===== src/idru_pkg.sv =====
// ----------------------------------------------------------------------------
// idru_pkg
// Shared types and constants for the 64-bit divide / remainder unit.
// ----------------------------------------------------------------------------
package idru_pkg;

   localparam int DATA_WIDTH = 64;

   localparam logic [DATA_WIDTH-1:0] MOST_NEG_BITS  = {1'b1, {(DATA_WIDTH-1){1'b0}}};
   localparam logic [DATA_WIDTH-1:0] MINUS_ONE_BITS = {DATA_WIDTH{1'b1}};

   typedef enum logic [1:0] {
      CMD_SDIV = 2'd0,
      CMD_SREM = 2'd1,
      CMD_UDIV = 2'd2,
      CMD_UREM = 2'd3
   } cmd_type;

   typedef enum logic [1:0] {
      STATUS_OK       = 2'd0,
      STATUS_DIV_ZERO = 2'd1,
      STATUS_OVERFLOW = 2'd2
   } status_type;

   typedef struct packed {
      cmd_type                cmd;
      logic [DATA_WIDTH-1:0]  dividend;
      logic [DATA_WIDTH-1:0]  divisor;
   } req_type;

   typedef struct packed {
      logic [DATA_WIDTH-1:0]  result;
      logic [1:0]             status;
   } rsp_type;

   // control that rides along with one transaction through the cell chain
   typedef struct packed {
      logic        valid;
      logic        is_rem;
      logic        negate;
      status_type  status;
   } div_ctrl_type;

   typedef struct packed {
      logic [DATA_WIDTH-1:0]  rem;
      logic [DATA_WIDTH-1:0]  quo;
      logic [DATA_WIDTH-1:0]  dsr;
   } div_data_type;

endpackage


===== src/idru_cell.sv =====
// ----------------------------------------------------------------------------
// idru_cell
// One restoring division step: produces one quotient bit per cell.
// ----------------------------------------------------------------------------
module idru_cell (
   input  logic                   clock,
   input  logic                   reset,
   input  logic                   advance,
   input  idru_pkg::div_ctrl_type up_ctrl,
   input  idru_pkg::div_data_type up_data,
   output idru_pkg::div_ctrl_type dn_ctrl,
   output idru_pkg::div_data_type dn_data
);
   import idru_pkg::*;

   div_ctrl_type        ctrl_ff;
   div_data_type        data_ff, data_in;
   logic [DATA_WIDTH:0] trial;
   logic [DATA_WIDTH:0] diff;

   // shift the next dividend bit into the partial remainder
   assign trial = {up_data.rem, up_data.quo[DATA_WIDTH-1]};
   assign diff  = trial - {1'b0, up_data.dsr};

   always_comb begin
      data_in.dsr = up_data.dsr;
      if (!diff[DATA_WIDTH]) begin
         data_in.rem = diff[DATA_WIDTH-1:0];
         data_in.quo = {up_data.quo[DATA_WIDTH-2:0], 1'b1};
      end else begin
         data_in.rem = trial[DATA_WIDTH-1:0];
         data_in.quo = {up_data.quo[DATA_WIDTH-2:0], 1'b0};
      end
   end

   always_ff @(posedge clock) begin
      if (reset) begin
         ctrl_ff <= '0;
      end else if (advance) begin
         ctrl_ff <= up_ctrl;
      end
   end

   always_ff @(posedge clock) begin
      if (advance) begin
         data_ff <= data_in;
      end
   end

   assign dn_ctrl = ctrl_ff;
   assign dn_data = data_ff;

endmodule


===== config.mk =====
export PLATFORM = sky130hd
export DESIGN_NAME = idru_cell
export DESIGN_NICKNAME = d
export VERILOG_FILES = /design/src/idru_pkg.sv /design/src/idru_cell.sv
export SDC_FILE = /design/constraint.sdc
export NUM_CORES = 1
export LEC_CHECK = 0
export ABC_AREA = 1
export BUFFER_PORTS_ARGS = -buffer_cell sky130_fd_sc_hd__buf_2
export CORE_ASPECT_RATIO = 1.75
export CORE_MARGIN = 3
export CORE_UTILIZATION = 38
export DETAILED_ROUTE_END_ITERATION = 8
export PLACE_DENSITY = 0.64
export SYNTH_ARGS = -nofsm -noshare
export SYNTH_HDL_FRONTEND = slang
export SYNTH_SLANG_ARGS = --single-unit

===== constraint.sdc =====
create_clock -name clock -period 4.86 [get_ports clock]
set_input_delay 0.486 -clock clock [delete_from_list [all_inputs] [get_ports clock]]
set_output_delay 0.486 -clock clock [all_outputs]
set_load 0.01 [all_outputs]

==> flow_metrics.py <==
metrics = {
    "run_status": {
        "outcome": "complete, no violations",
    },
    "drt": {
        "drt-met1-wl_um": 15400,
        "drt-pass1-iter-count": 8,
        "route.detailed.wl_per_inst_um": 18.0,
        "detail_route.iter0.violations": 588,
        "route.top_layer_used": "met4",
        "vias": 12300,
        "totalWireLength_um": 48400,
        "detail_route.vias_per_cell": 4.58,
        "final_antenna_net_count": 0,
        "met2_routed_wl_um": 27600,
        "route.detailed.drc": 0,
        "met3WireLength_um": 2100,
    },
    "final_layout": {
        "design_area_um2": 16200,
        "area_growth_pct": 23.3,
        "final_cell_mix": "sky130_fd_sc_hd__nand2_1, sky130_fd_sc_hd__buf_2, sky130_fd_sc_hd__inv_1",
        "fin_nets": 2486,
        "stdcell_count": 2692,
        "final_layout_size_suffix_gt1_share_pct": 21.2,
        "mostFrequentLayoutCell": "sky130_fd_sc_hd__nand2_1",
    },
    "grt": {
        "grt_overflow": 0,
        "grt.total_usage_pct": 25.7,
        "grt_antenna_before_repair": 3,
        "grt_start_max_net_pins": 100,
        "grt_pass1_vias": 12300,
        "global_route_wire_length_before_repair_um": 70400,
    },
    "placement": {
        "port_buffers": 396,
        "place.detailed.instances": 2657,
        "gp_congestion": 0.998,
        "hpwl_um": 41400,
        "place_area_um2": 15600,
    },
    "die": {
        "core_um2": 34000,
        "fp.dieH_um": 252,
        "pin_count": 397,
        "die-width_um": 147,
        "floorplan.initialDensity_pct": 38.7,
        "fp.dieArea_um2": 37000,
        "row_count": 89,
    },
    "setup_path": {
        "critPathCaptureType": "flop",
        "path_max_fanout": 65,
        "worst_ep_required_ns": 5.20,
        "endpoint_arrival_time_on_the_critical_path_ns": 3.29,
        "critPathLaunchType": "primary input",
        "criticalPathCategory": "in -> reg",
    },
    "synth": {
        "synth-warning-count": 0,
        "synth.avg_cell_area_um2": 7.24,
        "netlist_area_um2": 13200,
        "syn_inst": 1817,
        "synth-seq-cells": 197,
        "synth_seq_area_share_pct": 44.6,
        "share_of_flip_flops_with_an_asynchronous_set_or_reset_pct": 0,
        "number_of_enable_flip_flop_cells_after_synthesis": 192,
        "post_synth_net_total": 2082,
        "synth_flop_cell": "sky130_fd_sc_hd__edfxtp_1",
        "synthDistinctLibCells": 32,
    },
    "cts": {
        "cts-resized-gates": 0,
        "ctsHoldBuffers": 0,
        "numClockSinks": 197,
        "post_cts_buffers": 0,
        "cts.htree.levels": 4,
        "cts_tree": "done",
        "clkSlewWorstSetupHoldPaths_ns": 0.08,
        "cts.path.max_buffers": 2,
        "clock_tree.root_cell": "sky130_fd_sc_hd__clkbuf_16",
        "cts_inserted_buffers": 17,
        "clock_latency_reported_for_the_late_side_of_the_worst_skew_pair_ns": 0.46,
    },
    "sta": {
        "min_period_over_period_pct": 60.6,
        "final_hold_viol_count": 0,
        "holdWs_ns": 0.190,
        "max_slew.worst_pin.slew_ns": 0.875,
        "timing_max_transition_violations_final": 0,
        "worst_slew_margin_rel_pct": 41.6,
        "rsz0062_at_grt": "no",
        "worst_clock_skew_ns": 0,
        "finalSetupViolations": 0,
        "min_period_ns": 2.95,
        "timing.setup.tns_ns": 0,
        "clock.fmax_ghz": 0.340,
    },
    "power": {
        "worst_ir_drop_vdd_uv": 252,
        "finalPower_uw": 4960,
        "power.static_leakage_uw": 0.00911,
        "power-per-cell-area_nw_per_um2": 306,
    },
    "flow_run": {
        "cap_viol_max_count": 0,
    },
    "min_path": {
        "hold_class": "in -> reg",
    },
}
-- stage by stage --
step	worst slack, ns	util, %
after global routing	1.66	47.8
after global placement	1.40	46.0
final	1.91	47.8
after detailed placement	1.36	46.0
after CTS	1.88	47.7
after floorplan	2.33	-
-- sequential cells by signal, summed over array words and instances (netlist names) --
name,flops
dn_ctrl,5
dn_data,192
-- per-layer routing --
layer	vias up	track usage, %
met2	411	52.6
met1	5446	22.2
met3	107	3.89
li1	6373	-
met4	0	17.0
met5	-	0
-- synth_stat cells (3+ instances only) --
cell / number / share of area (%)
sky130_fd_sc_hd__nand2_1: 798 / 23
sky130_fd_sc_hd__inv_1: 389 / 11
sky130_fd_sc_hd__edfxtp_1: 192 / 44
sky130_fd_sc_hd__nor2_1: 103 / 2.9
sky130_fd_sc_hd__nand3_1: 70 / 2.7
sky130_fd_sc_hd__ha_1: 64 / 6.1
sky130_fd_sc_hd__a21oi_1: 58 / 2.2
sky130_fd_sc_hd__xor2_1: 30 / 2.0
sky130_fd_sc_hd__nand2_2: 29 / 1.4
sky130_fd_sc_hd__nand4_1: 17 / 0.81
sky130_fd_sc_hd__nor3_1: 12 / 0.46
sky130_fd_sc_hd__o21bai_1: 8 / 0.46
sky130_fd_sc_hd__nor2_2: 7 / 0.33
sky130_fd_sc_hd__buf_2: 6 / 0.23
sky130_fd_sc_hd__dfxtp_1: 5 / 0.76
sky130_fd_sc_hd__inv_2: 4 / 0.11
sky130_fd_sc_hd__o21ai_0: 4 / 0.15
sky130_fd_sc_hd__buf_12: 3 / 0.46
sky130_fd_sc_hd__nor4_1: 3 / 0.14
-- critical path, cell delays in order --
cell,delay (ns)
sky130_fd_sc_hd__buf_2,0.10
sky130_fd_sc_hd__inv_1,0.05
sky130_fd_sc_hd__ha_1,0.23
sky130_fd_sc_hd__fa_1,0.43
sky130_fd_sc_hd__inv_1,0.10
sky130_fd_sc_hd__nand2_1,0.06
sky130_fd_sc_hd__nand2_1,0.06
sky130_fd_sc_hd__nand3_1,0.08
sky130_fd_sc_hd__nand2_2,0.13
sky130_fd_sc_hd__nand2_1,0.08
sky130_fd_sc_hd__nand2_2,0.10
sky130_fd_sc_hd__nand2_1,0.08
sky130_fd_sc_hd__nand2_2,0.15
sky130_fd_sc_hd__nand2_2,0.09
sky130_fd_sc_hd__nand2_2,0.09
sky130_fd_sc_hd__nand2_2,0.06
sky130_fd_sc_hd__nand2_4,0.60
sky130_fd_sc_hd__nand2_1,0.12
sky130_fd_sc_hd__nand2_1,0.11
-- cell families after synthesis --
logic type      synth area share [%]
simple gates                    32.0
fa+ha+maj                       6.24
compound gates                  2.82
flops                           44.6
xor+xnor                        2.06
buf+inv                         12.3
-- path summary, 6_finish.rpt --
| check | startpoint | end | slack (ns) | cells past startpoint |
|---|---|---|---|---|
| worst max-delay path | up_data[127] | dn_data[155] | 1.91 | 19 |
| worst max register to register | dn_ctrl[3] | dn_ctrl[3] | 4.22 | 2 |
| worst min-delay path | up_data[96] | dn_data[97] | 0.19 | 1 |
| worst min register to register | dn_ctrl[4] | dn_ctrl[4] | 0.46 | 2 |
-- area by class of cell --
cell class                 count  area (um^2)
antenna                        3         7.51
timing repair buffer         398         2020
sequential                   197         5870
multi-input combinational   1213         5680
inverter                     394         1480
clock inverter                14          173
tap                          455          569
fill                        3495        17700
clock buffer                  18          429
-- power by group --
group / internal (uW) / total, uW / switching [uW]
logic: 458 / 1380 / 927
registers: 2070 / 2120 / 44.7
clock network: 702 / 1450 / 752
(Power assumes the default switching activity.)
