$ cat src/idru_pkg.sv
// ----------------------------------------------------------------------------
// idru_pkg
// Shared types and constants for the 64-bit divide / remainder unit.
// ----------------------------------------------------------------------------
package idru_pkg;

   localparam int DATA_WIDTH = 64;

   localparam logic [DATA_WIDTH-1:0] MOST_NEG_BITS  = {1'b1, {(DATA_WIDTH-1){1'b0}}};
   localparam logic [DATA_WIDTH-1:0] MINUS_ONE_BITS = {DATA_WIDTH{1'b1}};

   typedef enum logic [1:0] {
      CMD_SDIV = 2'd0,
      CMD_SREM = 2'd1,
      CMD_UDIV = 2'd2,
      CMD_UREM = 2'd3
   } cmd_type;

   typedef enum logic [1:0] {
      STATUS_OK       = 2'd0,
      STATUS_DIV_ZERO = 2'd1,
      STATUS_OVERFLOW = 2'd2
   } status_type;

   typedef struct packed {
      cmd_type                cmd;
      logic [DATA_WIDTH-1:0]  dividend;
      logic [DATA_WIDTH-1:0]  divisor;
   } req_type;

   typedef struct packed {
      logic [DATA_WIDTH-1:0]  result;
      logic [1:0]             status;
   } rsp_type;

   // control that rides along with one transaction through the cell chain
   typedef struct packed {
      logic        valid;
      logic        is_rem;
      logic        negate;
      status_type  status;
   } div_ctrl_type;

   typedef struct packed {
      logic [DATA_WIDTH-1:0]  rem;
      logic [DATA_WIDTH-1:0]  quo;
      logic [DATA_WIDTH-1:0]  dsr;
   } div_data_type;

endpackage

$ cat src/idru_post.sv
// ----------------------------------------------------------------------------
// idru_post
// Output stage: picks quotient or remainder, restores sign, holds the result.
// ----------------------------------------------------------------------------
module idru_post (
   input  logic                   clock,
   input  logic                   reset,
   input  logic                   advance,
   input  idru_pkg::div_ctrl_type up_ctrl,
   input  idru_pkg::div_data_type up_data,
   output logic                   rsp_valid,
   output idru_pkg::rsp_type      rsp_data
);
   import idru_pkg::*;

   logic                  valid_ff;
   rsp_type               rsp_ff, rsp_in;
   logic [DATA_WIDTH-1:0] mag;

   assign mag = up_ctrl.is_rem ? up_data.rem : up_data.quo;

   always_comb begin
      rsp_in.status = up_ctrl.status;
      if (up_ctrl.status != STATUS_OK) begin
         rsp_in.result = '0;
      end else if (up_ctrl.negate) begin
         rsp_in.result = ~mag + 1'b1;
      end else begin
         rsp_in.result = mag;
      end
   end

   always_ff @(posedge clock) begin
      if (reset) begin
         valid_ff <= 1'b0;
      end else if (advance) begin
         valid_ff <= up_ctrl.valid;
      end
   end

   always_ff @(posedge clock) begin
      if (advance) begin
         rsp_ff <= rsp_in;
      end
   end

   assign rsp_valid = valid_ff;
   assign rsp_data  = rsp_ff;

endmodule

$ cat config.mk
export PLATFORM = sky130hd
export DESIGN_NAME = idru_post
export DESIGN_NICKNAME = d
export VERILOG_FILES = /design/src/idru_pkg.sv /design/src/idru_post.sv
export SDC_FILE = /design/constraint.sdc
export NUM_CORES = 1
export LEC_CHECK = 0
export CAP_MARGIN = 20
export CORE_AREA = 3 3 104 106
export CTS_BUF_LIST = sky130_fd_sc_hd__clkbuf_4 sky130_fd_sc_hd__clkbuf_8 sky130_fd_sc_hd__clkbuf_16
export CTS_CLUSTER_SIZE = 24
export DETAILED_ROUTE_END_ITERATION = 8
export DIE_AREA = 0 0 107 109
export DONT_BUFFER_PORTS = 1
export PLACE_DENSITY = 0.68
export SYNTH_ARGS = -nofsm -noshare
export SYNTH_HDL_FRONTEND = slang
export SYNTH_SLANG_ARGS = --single-unit
export TNS_END_PERCENT = 10
$ cat constraint.sdc
create_clock -name clock -period 5.35 [get_ports clock]
set_input_delay 0.535 -clock clock [delete_from_list [all_inputs] [get_ports clock]]
set_output_delay 0.535 -clock clock [all_outputs]
set_load 0.005 [all_outputs]
==> results.ini, run 1 <==
[synthesis]
synth_flop_cell=edfxtp_1
syn_area_um2=5672
synthMuxAreaShare_pct=13.46
synth_xor_area_share_pct=7.103
synth.top_cell.area_share_pct=34.94
yosysMostFrequentCell=edfxtp_1
yosys.area_share.simple_pct=25.33
synthTopCellsByCount=edfxtp_1, mux2i_1, nor2_1, nand2_1, xnor2_1
synthArstFlopShare_pct=0
synth_edf_count=66
synth_fp_nets=795
synth_cell_type_count=66
synth_seq_cells=67
ys_seq_area_share_pct=35.30
synth_top_family_by_area=simple AND/OR/NAND/NOR gates
synth_cells=594
synthAdderAreaFrac_pct=0.2206
syn_avg_cell_area_um2=9.548
synth_top_cell_by_area=edfxtp_1
synth_compound_area_share_pct=14.87
ys_warn_count=0
synth_area_leaders=edfxtp_1, mux2i_1, xnor2_1, nor2_1, o41ai_2

[die]
die_y_um=109
die_w_um=107
initial_core_util_pct=57.50
core_area_um2=9864
io_pins=267
dieArea_um2=11660
row_count=36

[sta]
final_max_slew_viol_count=0
skew_ns=0
finalSetupViolations=0
grt_setup_unrepaired=false
finalHoldViolations=0
fin_crit_sh_pct=61.22
max_freq_mhz=305.3
slew_headroom_pct=44.83
tns_ns=0
fin_crit_ns=3.275
worstMarginPinSlew_ns=0.8276

[grt]
grt_pass1_wl_um=24090
grt_max_degree=154
grt_pass1_vias=4741
grt_overflow=0
grt_usage_pct=26.29
antenna_found_initial=0

[clocking]
holdBufCountCts=0
post_cts_resized=0
htreeDepth=3
insertion_delay_ns=0.35
cts.sinks=67
cts_setup_buffers=0
cts_root_buf=clkbuf_8
cts_made_buffers=9
cts_buffer_depth=2
clkTransAtPathRegs_ns=0.08
cts_tree=done

[route]
drtAntennaViolNets=0
drc=0
vias=4742
drt_iter0_drc=292
viasPerCell=6.707
drtPass1Iterations=5
post_drt_wl_per_cell_um=22.17
wirelength_um=15670

[layout]
final_util_pct=59.34
synthToLayoutAreaGrowth_pct=3.199
diodes=0
layout.nets=770
drive_gt1_share_pct=11.67

[pwr]
switchingPower_mw=0.3279
ir_drop_v=0.0001233
clkPwrFrac_pct=33.3
power_density_nw_per_um2=217.4
p_int_mw=0.9447
power.static_leakage_nw=1.962
pwr-share-seq_pct=51.2
switching_share_pct=25.76
power_frac_comb_pct=15.5

[worst_setup_path]
cp-start-kind=primary input
worstReg2RegEnd=rsp_valid
cp_cell_sequence=nor4_1, o221ai_1, or3_1, buf_4, nor4b_2, mux2i_1, o2111ai_1
slowest_delay_ns=0.70
crit_type=in -> reg
crit_path_end=rsp_data[63]
ff2ff_setup_slack_ns=4.75
worstReg2RegStart=rsp_valid
crit_slowest_cell=or3_1
worst_ep_required_time_ns=5.44
worstSetupEndpointType=flip-flop
crit_arrival_ns=3.36
crit_fanout=153
ff2ff_path_depth=2
crit_start=up_ctrl[3]

[place]
place_hpwl_um=11390
routabilityCongestion=0.8040
io_buffers=0

[run_status]
status=finished, final reports clean

[flow_run]
cap_viol_max_count=0

[hold_path]
min_path_type=in -> reg

## cell type report
| cell class | count | area, um2 |
|---|---|---|
| sequential | 67 | 2002 |
| multi-input combinational | 485 | 3458 |
| clock buffer | 10 | 131.4 |
| timing repair buffer | 4 | 30.03 |
| inverter | 2 | 7.507 |
| clock inverter | 6 | 57.56 |
| fill | 835 | 4011 |
| tap | 133 | 166.4 |
## cells in the final DEF (no fill, tap or decap), drive strengths merged, types with 6 or more instances in the layout
master / instances
a21oi: 12
a222oi: 6
and3: 7
clkbuf: 10
edfxtp: 66
mux2: 10
mux2i: 65
nand2: 49
nand3: 13
nand4: 13
nor2: 62
nor3: 26
nor3b: 13
nor4: 12
o21ai: 20
o31ai: 7
o41ai: 14
or3: 19
or3b: 15
or4: 6
or4b: 7
xnor2: 41
## stage by stage
step	hold slack, ns	power, mW	cells	worst slack [ns]	cell area (um2)
2_1_floorplan	0.4850	0.8480	594	0.8350	5672
3_3_place_gp	0.5130	0.8570	690	1.793	5657
3_5_place_dp	0.5304	0.8610	690	1.795	5657
4_1_cts	0.2345	1.278	706	2.167	5846
5_1_grt	0.2341	1.322	707	1.919	5853
6_report	0.2402	1.273	707	2.075	5853
## kinds of logic after synthesis
group,after synthesis
adder cells (fa/ha/maj),1
flip-flops,67
XOR/XNOR,46
multiplexers,75
buffers and inverters,42
AO/OA/AOI/OAI,102
AND/OR/NAND/NOR,261
## state kept, by name, indices dropped and copies added, names as in the netlist
signal     cells
rsp_valid      1
rsp_data      66
## worst min path at each step
stage / start / to / slack [ns] / cells past startpoint
after global routing: reset / rsp_valid / 0.23 / 1
after floorplan: rsp_valid / rsp_valid / 0.48 / 2
after global placement: rsp_valid / rsp_valid / 0.51 / 2
after detailed placement: rsp_valid / rsp_valid / 0.53 / 2
final: reset / rsp_valid / 0.24 / 1
after CTS: reset / rsp_valid / 0.23 / 1
## routing by layer
metal / up-vias / global-route usage, % / wire length [um]
li1: 2228 / - / -
met1: 2260 / 29.24 / 5715
met4: 0 / 10.68 / 333
met2: 228 / 46.13 / 7974
met5: - / 0 / 0
met3: 26 / 9.118 / 1647
## worst max-delay path, delay by kind of cell
| kind | cells | cell delay (ns) |
|---|---|---|
| mux | 1 | 0.23 |
| compound gates | 2 | 0.46 |
| simple gates | 3 | 1.73 |
| buf+inv | 1 | 0.32 |
## power groups by stage
stage          Combinational, mW  Clock [mW]  Sequential [mW]
6_report                   0.197       0.424            0.652
5_1_grt                    0.219       0.446            0.657
4_1_cts                    0.197       0.427            0.654
3_5_place_dp               0.196           0            0.665
3_3_place_gp               0.192           0            0.665
2_1_floorplan              0.194           0            0.654
Power figures use the tool's default switching activity.
==> run 2: changes to the inputs <==
Settings changed: CORE_AREA 3 3 104 106 to unset, CORE_MARGIN set to 3, CORE_UTILIZATION set to 59, DIE_AREA 0 0 107 109 to unset, PLACE_DENSITY 0.68 to 0.74.
Clock period 5.35 ns to 2.79 ns, I/O delays scaled along.
==> run 2 against run 1 <==
Via count grew 3.7%; largest cell class unchanged; sequential share of layout area shrank 1.6 points; setup slack lost 1.8 ns; global-route usage grew 2.5 points; power grew 110%; register-to-register slack lost 2.6 ns; utilization grew 6.7 points; first-iteration DRC count grew 16%.
==> results.ini, run 2 (synthesis gave the netlist of run 1 again) <==
[run_status]
status=finished, final reports clean

[route]
drt_iter0_drc=340
drtPass1Iterations=6
wirelength_um=15840
drc=0
vias=4918
post_drt_wl_per_cell_um=21.73
viasPerCell=6.746
drtAntennaViolNets=0

[hold_path]
hold_path_depth=0
min_path_type=in -> reg
min_from=up_ctrl[1]
holdPathEnd=rsp_data[1]

[sta]
final_max_slew_viol_count=0
finalSetupViolations=0
worstMarginPinSlew_ns=0.6144
finalHoldViolations=0
skew_ns=0
slew_headroom_pct=59.00
fin_crit_sh_pct=91.59
grt_setup_unrepaired=false
fin_crit_ns=2.555
max_freq_mhz=391.3

[worst_setup_path]
crit_type=in -> reg
crit_arrival_ns=2.64
crit_fanout=153
worstReg2RegStart=rsp_valid
worstReg2RegEnd=rsp_valid
crit_slowest_cell=o41ai_1
ff2ff_path_depth=2
cp-start-kind=primary input
slowest_delay_ns=0.59
ff2ff_setup_slack_ns=2.19
cp_cell_sequence=mux2i_1, ha_2, or4b_4, a2bb2oi_4, o211ai_1, o41ai_1, xnor2_1, nor2_1
worstSetupEndpointType=flip-flop
worst_ep_required_time_ns=2.87

[pwr]
power.total_mw=2.644
ir_drop_v=0.0003377
power_density_nw_per_um2=431.1
power.static_leakage_nw=2.113

[die]
initial_core_util_pct=61.09
core_area_um2=9284
dieArea_um2=10830
io_pins=267
row_count=35
die_w_um=104.0
die_y_um=104.0

[clocking]
cts_made_buffers=9
insertion_delay_ns=0.33
cts_root_buf=clkbuf_8
clkTransAtPathRegs_ns=0.08
cts.sinks=67
htreeDepth=3
post_cts_resized=0
cts_buffer_depth=2
cts_tree=done

[layout]
multi_input_area_um2=3493
fill_cells=748
synthToLayoutAreaGrowth_pct=8.140
final_cell_mix=edfxtp_1, mux2i_1, nor2_1
layout_commonest_cell=edfxtp_1
layout.nets=796
final_util_pct=66.06
fin_cells=729
largest_reg_flops=66
drive_gt1_share_pct=15.50
regArea_um2=2002
diodes=0

[grt]
grt_overflow=0
grt_pass1_wl_um=25370
grt_pass1_vias=4918
grtUsageMet3_pct=10.37
grt.busiest_layer=met2
grt.met2_usage_pct=50.23
grt_usage_pct=28.79
grt_max_degree=154
grtUsageMet1_pct=32.47
antenna_found_initial=0

[place]
routabilityCongestion=0.8542
place_hpwl_um=11760
io_buffers=0
dp_cells=711

[flow_run]
cap_viol_max_count=0

## run 2: through the flow
step	cell area (um2)	TNS [ns]	setup slack (ns)	hold slack [ns]
after floorplan	5778	-9.833	-0.5182	0.3514
after global placement	5874	-0.01056	-0.01056	0.3524
final	6133	0	0.2346	0.03244
after global routing	6133	0	0.1841	0.01148
after CTS	6123	0	0.3637	0.01221
after detailed placement	5874	0	0.002159	0.3538
## run 2: what timing repair did
item | in CTS | in global routing
hold buffers | 1 | 1
buffers inserted | 0 | 0
endpoints found under the hold margin | 1 | 1
## run 2: report_power, final
| part | internal, mW | total [mW] | switching, mW |
|---|---|---|---|
| Clock | 0.593 | 1.00 | 0.409 |
| Sequential | 1.20 | 1.25 | 0.0461 |
| Combinational | 0.202 | 0.394 | 0.192 |
## run 2: worst max path at each step
stage                 startpoint      endpoint  cells past startpoint
detailed placement  up_data[162]  rsp_data[64]                      7
global route          up_ctrl[3]  rsp_data[38]                      8
global placement    up_data[162]  rsp_data[64]                      7
CTS                 up_data[162]  rsp_data[64]                      7
finish                up_ctrl[3]  rsp_data[38]                      8
floorplan             up_ctrl[3]  rsp_data[56]                     16
## run 2: critical path: cells and delay by family
family,cells,cell delay (ns)
xor gates and xnor gates,1,0.18
and+or+nand+nor,2,0.54
AOI/OAI and AO/OA,3,1.00
muxes,1,0.29
adders and majority gates,1,0.22
## run 2: layer usage
metal  vias to the layer above  wire length [um]
met5                         -                 0
met4                         0               459
met3                        38              1619
met2                       265              7959
met1                      2326              5804
li1                       2289                 -
## run 2: final cells by class
| type | count | share of cell area (%) |
|---|---|---|
| clock buffer | 9 | 2.020 |
| inverter | 2 | 0.1224 |
| sequential | 67 | 32.64 |
| tap | 129 | 2.632 |
| multi-input combinational | 485 | 56.96 |
| timing repair buffer | 30 | 3.754 |
| clock inverter | 7 | 1.877 |
