**src/idru_pkg.sv**
```systemverilog
// ----------------------------------------------------------------------------
// idru_pkg
// Shared types and constants for the 64-bit divide / remainder unit.
// ----------------------------------------------------------------------------
package idru_pkg;

   localparam int DATA_WIDTH = 64;

   localparam logic [DATA_WIDTH-1:0] MOST_NEG_BITS  = {1'b1, {(DATA_WIDTH-1){1'b0}}};
   localparam logic [DATA_WIDTH-1:0] MINUS_ONE_BITS = {DATA_WIDTH{1'b1}};

   typedef enum logic [1:0] {
      CMD_SDIV = 2'd0,
      CMD_SREM = 2'd1,
      CMD_UDIV = 2'd2,
      CMD_UREM = 2'd3
   } cmd_type;

   typedef enum logic [1:0] {
      STATUS_OK       = 2'd0,
      STATUS_DIV_ZERO = 2'd1,
      STATUS_OVERFLOW = 2'd2
   } status_type;

   typedef struct packed {
      cmd_type                cmd;
      logic [DATA_WIDTH-1:0]  dividend;
      logic [DATA_WIDTH-1:0]  divisor;
   } req_type;

   typedef struct packed {
      logic [DATA_WIDTH-1:0]  result;
      logic [1:0]             status;
   } rsp_type;

   // control that rides along with one transaction through the cell chain
   typedef struct packed {
      logic        valid;
      logic        is_rem;
      logic        negate;
      status_type  status;
   } div_ctrl_type;

   typedef struct packed {
      logic [DATA_WIDTH-1:0]  rem;
      logic [DATA_WIDTH-1:0]  quo;
      logic [DATA_WIDTH-1:0]  dsr;
   } div_data_type;

endpackage

```
**src/idru_prep.sv**
```systemverilog
// ----------------------------------------------------------------------------
// idru_prep
// Input stage: operand magnitudes, result sign and error detection.
// ----------------------------------------------------------------------------
module idru_prep (
   input  logic                  clock,
   input  logic                  reset,
   input  logic                  advance,
   input  logic                  req_valid,
   input  idru_pkg::req_type     req_data,
   output idru_pkg::div_ctrl_type dn_ctrl,
   output idru_pkg::div_data_type dn_data
);
   import idru_pkg::*;

   div_ctrl_type ctrl_ff, ctrl_in;
   div_data_type data_ff, data_in;
   logic         is_signed;
   logic         neg_a;
   logic         neg_b;

   assign is_signed = (req_data.cmd == CMD_SDIV) || (req_data.cmd == CMD_SREM);
   assign neg_a     = is_signed & req_data.dividend[DATA_WIDTH-1];
   assign neg_b     = is_signed & req_data.divisor[DATA_WIDTH-1];

   always_comb begin
      ctrl_in.valid  = req_valid;
      ctrl_in.is_rem = (req_data.cmd == CMD_SREM) || (req_data.cmd == CMD_UREM);
      // remainder follows the dividend, quotient the xor of both signs
      ctrl_in.negate = ctrl_in.is_rem ? neg_a : (neg_a ^ neg_b);
      if (req_data.divisor == '0) begin
         ctrl_in.status = STATUS_DIV_ZERO;
      end else if (is_signed && (req_data.dividend == MOST_NEG_BITS)
                   && (req_data.divisor == MINUS_ONE_BITS)) begin
         ctrl_in.status = STATUS_OVERFLOW;
      end else begin
         ctrl_in.status = STATUS_OK;
      end
      data_in.rem = '0;
      data_in.quo = neg_a ? (~req_data.dividend + 1'b1) : req_data.dividend;
      data_in.dsr = neg_b ? (~req_data.divisor + 1'b1) : req_data.divisor;
   end

   always_ff @(posedge clock) begin
      if (reset) begin
         ctrl_ff <= '0;
      end else if (advance) begin
         ctrl_ff <= ctrl_in;
      end
   end

   always_ff @(posedge clock) begin
      if (advance) begin
         data_ff <= data_in;
      end
   end

   assign dn_ctrl = ctrl_ff;
   assign dn_data = data_ff;

endmodule

```
**config.mk**
```make
export PLATFORM = sky130hd
export DESIGN_NAME = idru_prep
export DESIGN_NICKNAME = d
export VERILOG_FILES = /design/src/idru_pkg.sv /design/src/idru_prep.sv
export SDC_FILE = /design/constraint.sdc
export NUM_CORES = 1
export LEC_CHECK = 0
export ABC_CLOCK_PERIOD_IN_PS = 3900
export CAP_MARGIN = 40
export CORE_AREA = 2 2 130 132
export CTS_CLUSTER_SIZE = 24
export DETAILED_ROUTE_END_ITERATION = 8
export DIE_AREA = 0 0 132 134
export DONT_BUFFER_PORTS = 1
export HOLD_SLACK_MARGIN = 0.12
export PLACE_DENSITY = 0.61
export SYNTH_ARGS = -nofsm -noshare
export SYNTH_HDL_FRONTEND = slang
export SYNTH_SLANG_ARGS = --single-unit
```
**constraint.sdc**
```tcl
create_clock -name clock -period 3.9 [get_ports clock]
set_input_delay 0.585 -clock clock [delete_from_list [all_inputs] [get_ports clock]]
set_output_delay 0.585 -clock clock [all_outputs]
set_load 0.02 [all_outputs]
```
==> results of run 1 <==
[metal layers]
layer | part of all wire [%] | up-vias
li1 | - | 2504
met1 | 39 | 2682
met2 | 47 | 338
met3 | 11 | 43
met4 | 3.2 | 0
met5 | 0 | -
[power groups by stage]
| stage | logic [mW] | registers [mW] | clock network [mW] |
|---|---|---|---|
| 6_report | 0.290 | 2.01 | 1.54 |
| 5_1_grt | 0.319 | 2.01 | 1.63 |
| 4_1_cts | 0.288 | 2.01 | 1.57 |
| 3_5_place_dp | 0.287 | 2.04 | 0 |
| 3_3_place_gp | 0.275 | 2.04 | 0 |
| 2_1_floorplan | 0.295 | 2.00 | 0 |
[kinds of logic after synthesis]
group | after synthesis
adders and majority gates | 3
and+or+nand+nor | 222
buffers and inverters | 101
AOI/OAI and AO/OA | 109
muxes | 3
other | 1
xor gates and xnor gates | 123
DFF | 133
[area by class of cell]
class	instances	area, sq um	share of cell area [%]
sequential	133	3940	47.4
multi-input combinational	524	3320	39.9
clock buffer	19	433	5.21
tap	220	275	3.31
timing repair buffer	17	146	1.76
clock inverter	13	135	1.62
inverter	18	67.6	0.812
[metrics by stage]
stage	worst slack, ns	cell area, sq um	cells	utilization (%)
after detailed placement	0.797	7750	912	47.6
after global placement	0.781	7710	909	47.3
after CTS	1.24	8320	944	51.1
after floorplan	0.973	7900	758	-
final	1.19	8320	944	51.1
after global routing	0.974	8320	944	51.1
[final timing paths]
path / end / depth (start not counted)
hold / removal: dn_ctrl[2]$_SDFFE_PP0P_ / 1
setup reg to reg: dn_ctrl[1]$_SDFFE_PP0P_ / 2
setup / recovery: dn_data[103]$_DFFE_PP_ / 5
hold reg to reg: dn_ctrl[0]$_SDFFE_PP0P_ / 2
[state kept, by name (all words and copies together) (netlist names)]
signal and cells:
dn_ctrl 5, dn_data 128
[layout by cell type (no fill, tap or decap), types with 6 or more instances in the layout]
cell type	n
xnor2_1	53
clkbuf_16	17
conb_1	64
o41ai_1	8
nor2_1	51
or4_1	12
o21ai_0	14
nand2_1	25
a31oi_1	19
a21oi_1	45
nand2b_1	7
inv_1	18
nor2b_1	6
nor4_1	35
nor3_1	34
o31ai_1	10
buf_4	14
nand4_1	23
edfxtp_1	128
xor2_1	70
[critical path, cell delays in order]
cell and delay, ns:
nor4_1 0.70, nand4_1 0.49, or4_1 0.58, o41ai_1 0.39, xnor2_1 0.11
==> metrics.yaml, run 1 <==
status: "finished, final reports clean"
h-tree-depth: 4
cts.repair.resized: 0
synth_commonest_cells: "128 x edfxtp_1, 70 x xor2_1, 66 x buf_4, 53 x xnor2_1, 51 x nor2_1"
p_per_area_nw_per_um2: 462
reg2reg_from: "dn_ctrl[1]$_SDFFE_PP0P_"
clk_path_buf_depth: 2
slew_viol_final: 0
reg2reg_slack_ns: 3.14
fin_crit_sh_pct: 69.5
cts_tree: "done"
fin_total_pwr_mw: 3.84
arrival_ns: 2.87
cts_setup_buffers: 0
critPathMaxFanout: 8
p_leak_nw: 2.90
worst-slew-pin-transition_ns: 0.812
power.switching_mw: 1.03
num-fill-cells: 1466
gr-usage-met1_pct: 27.8
path_class: "in -> reg"
place_congestion: 0.854
grt_usage_pct: 21.9
port_buffers: 0
synth.cell_area_sq_um: 7660
achievable-frequency_ghz: 0.369
dieArea_sq_um: 17700
cts_hold_buf: 0
clock_skew_ns: 0
whs_ns: 0.231
synth_warnings: 0
peakVddDrop_uv: 285
drtIter0Drc: 486
fin_setup_tns_ns: 0
top_usage_layer: "met2"
synthCells: 695
ys_seq_elements: 133
synthArstFlopShare_pct: 0
max_slew_margin_pct: 45.4
synthAdderAreaFrac_pct: 0.490
cp_data_required_time_ns: 4.06
cts.sinks: 133
clkSlewWorstSetupHoldPaths_ns: 0.06
synth_most_common_cell: "edfxtp_1"
intPower_mw: 2.81
synth_compound_area_share_pct: 9.57
drt_first_pass_iters: 5
finalNetCount: 848
pwr-share-comb_pct: 7.5
hpwl_microns: 15300
yosys.area_share.simple_pct: 15.6
antenna_found_initial: 0
min_period_ns: 2.71
synth_seq_area_share_pct: 51.5
hold_class: "in -> reg"
synth_mux_area_share_pct: 0.392
synth_area_leaders: "edfxtp_1 50%, xor2_1 8.0%, buf_4 6.5%, xnor2_1 6.1%, a21oi_1 2.9%"
worstHoldStart: "reset"
vias: 5567
pin_count: 331
placementRows: 47
synth_ff_type: "edfxtp_1"
synth.top_cell.area_share_pct: 50.1
yosys.area.top_type: "edfxtp_1"
cp-start-kind: "input port"
wl_per_cell_microns: 21.4
root_buffer: "clkbuf_16"
area_growth_pct: 8.50
hold_viol: 0
grt_remaining_overflow: 0
wirelength_microns: 20200
grt_use_met3_pct: 7.11
drc: 0
drive_gt1_share_pct: 8.01
end_kind: "flip-flop"
drtAntennaViolNets: 0
grt_max_degree: 136
die_h_microns: 134
swShare_pct: 26.7
grt_pass1_vias: 5008
viasPerCell: 5.90
setup_viol: 0
synth-edff-count: 128
p_seq_share_pct: 52.2
grtUsageMet2_pct: 34.4
synth_xor_area_share_pct: 14.1
start_util_pct: 47.1
antenna_cells: 0
cts_buffers: 17
coreArea_sq_um: 16300
grt_pass1_wl_microns: 29500
clkPwrFrac_pct: 40.2
synth_top_family_by_area: "simple AND/OR/NAND/NOR gates"
syn_avg_cell_area_sq_um: 11.0
rsz0062_at_grt: "false"
die_w_microns: 132
cp-startpoint: "req_data[70]"
synth_cell_types: 43
insertion_delay_ns: 0.42
cap_violations: 0
(Power assumes the default switching activity.)
==> inputs of run 2 (changes only) <==
--- a/config.mk
+++ b/config.mk
@@ -5,7 +5,7 @@
 export SDC_FILE = /design/constraint.sdc
 export NUM_CORES = 1
 export LEC_CHECK = 0
-export ABC_CLOCK_PERIOD_IN_PS = 3900
+export ABC_CLOCK_PERIOD_IN_PS = 2200
 export CAP_MARGIN = 40
 export CORE_AREA = 2 2 130 132
 export CTS_CLUSTER_SIZE = 24
@@ -13,7 +13,7 @@
 export DIE_AREA = 0 0 132 134
 export DONT_BUFFER_PORTS = 1
 export HOLD_SLACK_MARGIN = 0.12
-export PLACE_DENSITY = 0.61
+export PLACE_DENSITY = 0.63
 export SYNTH_ARGS = -nofsm -noshare
 export SYNTH_HDL_FRONTEND = slang
 export SYNTH_SLANG_ARGS = --single-unit
==> constraint.sdc (replaced) <==
create_clock -name clock -period 2.2 [get_ports clock]
set_input_delay 0.33 -clock clock [delete_from_list [all_inputs] [get_ports clock]]
set_output_delay 0.33 -clock clock [all_outputs]
set_load 0.02 [all_outputs]
==> run 2 against run 1 <==
Combinational power rose to 2.5 times the previous value. Final cell count up 15%. Critical path type unchanged. Critical endpoint is now dn_data[116]$_DFFE_PP_. Die area unchanged. Flip-flop and latch count unchanged. Sequential power up 77%. Highest routed layer unchanged. Clock-buffer cell count unchanged. Largest power group unchanged. Register-to-register slack worse by 2.8 ns. Worst setup slack worse by 1.2 ns.
==> metrics.yaml, run 2 (synthesis gave the netlist of run 1 again) <==
die_w_microns: 132
slew_viol_final: 0
place_congestion: 0.900
wl_per_cell_microns: 21.7
min_period_ns: 2.19
crit_end: "dn_data[116]$_DFFE_PP_"
end_kind: "flip-flop"
slowest_delay_ns: 0.58
pwr-share-comb_pct: 10.4
intPower_mw: 5.10
peakVddDrop_uv: 529
achievable-frequency_ghz: 0.456
slowest_stage: "or4_4"
r2r_cells: 4
grt_remaining_overflow: 0
rr_endpoint: "dn_ctrl[0]$_SDFFE_PP0P_"
swShare_pct: 27.1
regArea_sq_um: 3940
path_cells: "or4_4, or4_4, or4_4, o41ai_4, xnor2_1"
finalNetCount: 994
drive_gt1_share_pct: 11.4
antenna_found_initial: 0
grt_usage_pct: 26.4
die_h_microns: 134
place_area_sq_um: 8090
insertion_delay_ns: 0.42
hold_viol: 0
worst-slew-pin-transition_ns: 0.524
drt_first_pass_iters: 6
antenna_cells: 0
cp-start-kind: "input port"
critPathBufInv: 0
rsz0062_at_grt: "true"
grt_pass1_vias: 6187
cts_tree: "done"
root_buffer: "clkbuf_16"
cts.sinks: 133
mostFrequentLayoutCells: "128 x edfxtp_1, 114 x dlygate4sd3_1, 70 x xor2_1, 64 x conb_1, 53 x xnor2_1"
path_class: "in -> reg"
drtAntennaViolNets: 0
h-tree-depth: 4
fin_crit_sh_pct: 99.7
p_per_area_nw_per_um2: 715
grt_pass1_wl_microns: 35900
dieArea_sq_um: 17700
wirelength_microns: 23600
area_growth_pct: 27.8
worstSetupPathDepth: 5
start_util_pct: 47.1
critPathMaxFanout: 9
port_buffers: 0
max_slew_margin_pct: 64.8
largest_reg_flops: 128
power.switching_mw: 1.89
cp_data_required_time_ns: 2.37
arrival_ns: 2.36
cts_hold_buf: 114
layout_commonest_cell: "edfxtp_1"
hold_class: "in -> reg"
drc: 0
clk_path_buf_depth: 2
cts_setup_buffers: 0
pin_count: 331
clock_skew_ns: 0
coreArea_sq_um: 16300
p_seq_share_pct: 50.9
cap_violations: 0
critPathTopFamily: "simple AND/OR/NAND/NOR gates"
cts_buffers: 17
crit_path_frequent_cell: "or4_4"
utilization_pct: 60.1
design_area_sq_um: 9790
num-fill-cells: 1349
drtIter0Drc: 693
setup_viol: 0
clkPwrFrac_pct: 38.7
reg2reg_from: "dn_ctrl[0]$_SDFFE_PP0P_"
multi_input_area_sq_um: 3450
clkSlewWorstSetupHoldPaths_ns: 0.06
viasPerCell: 5.86
cp-startpoint: "req_data[94]"
hpwl_microns: 15800
p_leak_nw: 3.57
placementRows: 47
reg2reg_slack_ns: 0.31
status: "finished, final reports clean"
grt_max_degree: 136
vias: 6383
-- run 2: changes by cell type in the layout (fill, tap and decap cells not counted), sizes merged --
cell and change:
inv -1, buf +32, dlygate4sd3 +114
-- run 2: through the flow --
step                      TNS [ns]  cells  power (mW)  setup slack (ns)  hold WS, ns
after floorplan              -9.05    758        4.08            -0.469        0.399
after global placement      -11.32    944        4.12            -0.547        0.402
after detailed placement    -12.44    944        4.13            -0.610        0.404
after CTS                        0   1089        7.01            0.0285      0.00776
after global routing        -0.122   1089        7.21           -0.0293       0.0117
final                            0   1089        7.00           0.00582       0.0279
-- run 2: worst min path at each step --
stage | from | end | depth (start not counted) | slack, ns
2_1_floorplan | reset | dn_ctrl[0]$_SDFFE_PP0P_ | 1 | 0.40
4_1_cts | advance | dn_data[42]$_DFFE_PP_ | 0 | 0.008
6_report | advance | dn_data[42]$_DFFE_PP_ | 0 | 0.03
5_1_grt | advance | dn_data[44]$_DFFE_PP_ | 0 | 0.01
3_3_place_gp | reset | dn_ctrl[0]$_SDFFE_PP0P_ | 1 | 0.40
3_5_place_dp | reset | dn_ctrl[0]$_SDFFE_PP0P_ | 1 | 0.40
-- run 2: layout make-up --
type                    instances  area share (%)
clock inverters                12            1.16
inverters                      18           0.690
flip-flops and latches        133            40.3
multi-input cells             524            35.2
well taps                     220            2.81
repair buffers                163            15.4
clock buffers                  19            4.42
-- run 2: power groups by stage --
stage,clock [mW],combinational (mW),sequential [mW]
2_1_floorplan,0,0.529,3.55
3_3_place_gp,0,0.506,3.61
3_5_place_dp,0,0.522,3.61
4_1_cts,2.74,0.714,3.56
5_1_grt,2.85,0.789,3.58
6_report,2.71,0.727,3.56
-- run 2: repair_timing --
| action | CTS | global route |
|---|---|---|
| endpoints found under the setup margin | 11 | 5 |
| hold endpoints to repair | 239 | 128 |
| gates resized for setup | 2 | 0 |
| pin swaps | 1 | 0 |
| gates cloned | 0 | 0 |
-- run 2: routing by layer --
metal | part of all wire, % | track usage (%) | vias up
met2 | 47 | 42.2 | 468
li1 | - | - | 2793
met1 | 40 | 33.6 | 3060
met5 | 0 | 0 | -
met4 | 3.0 | 11.1 | 0
met3 | 10 | 8.01 | 62
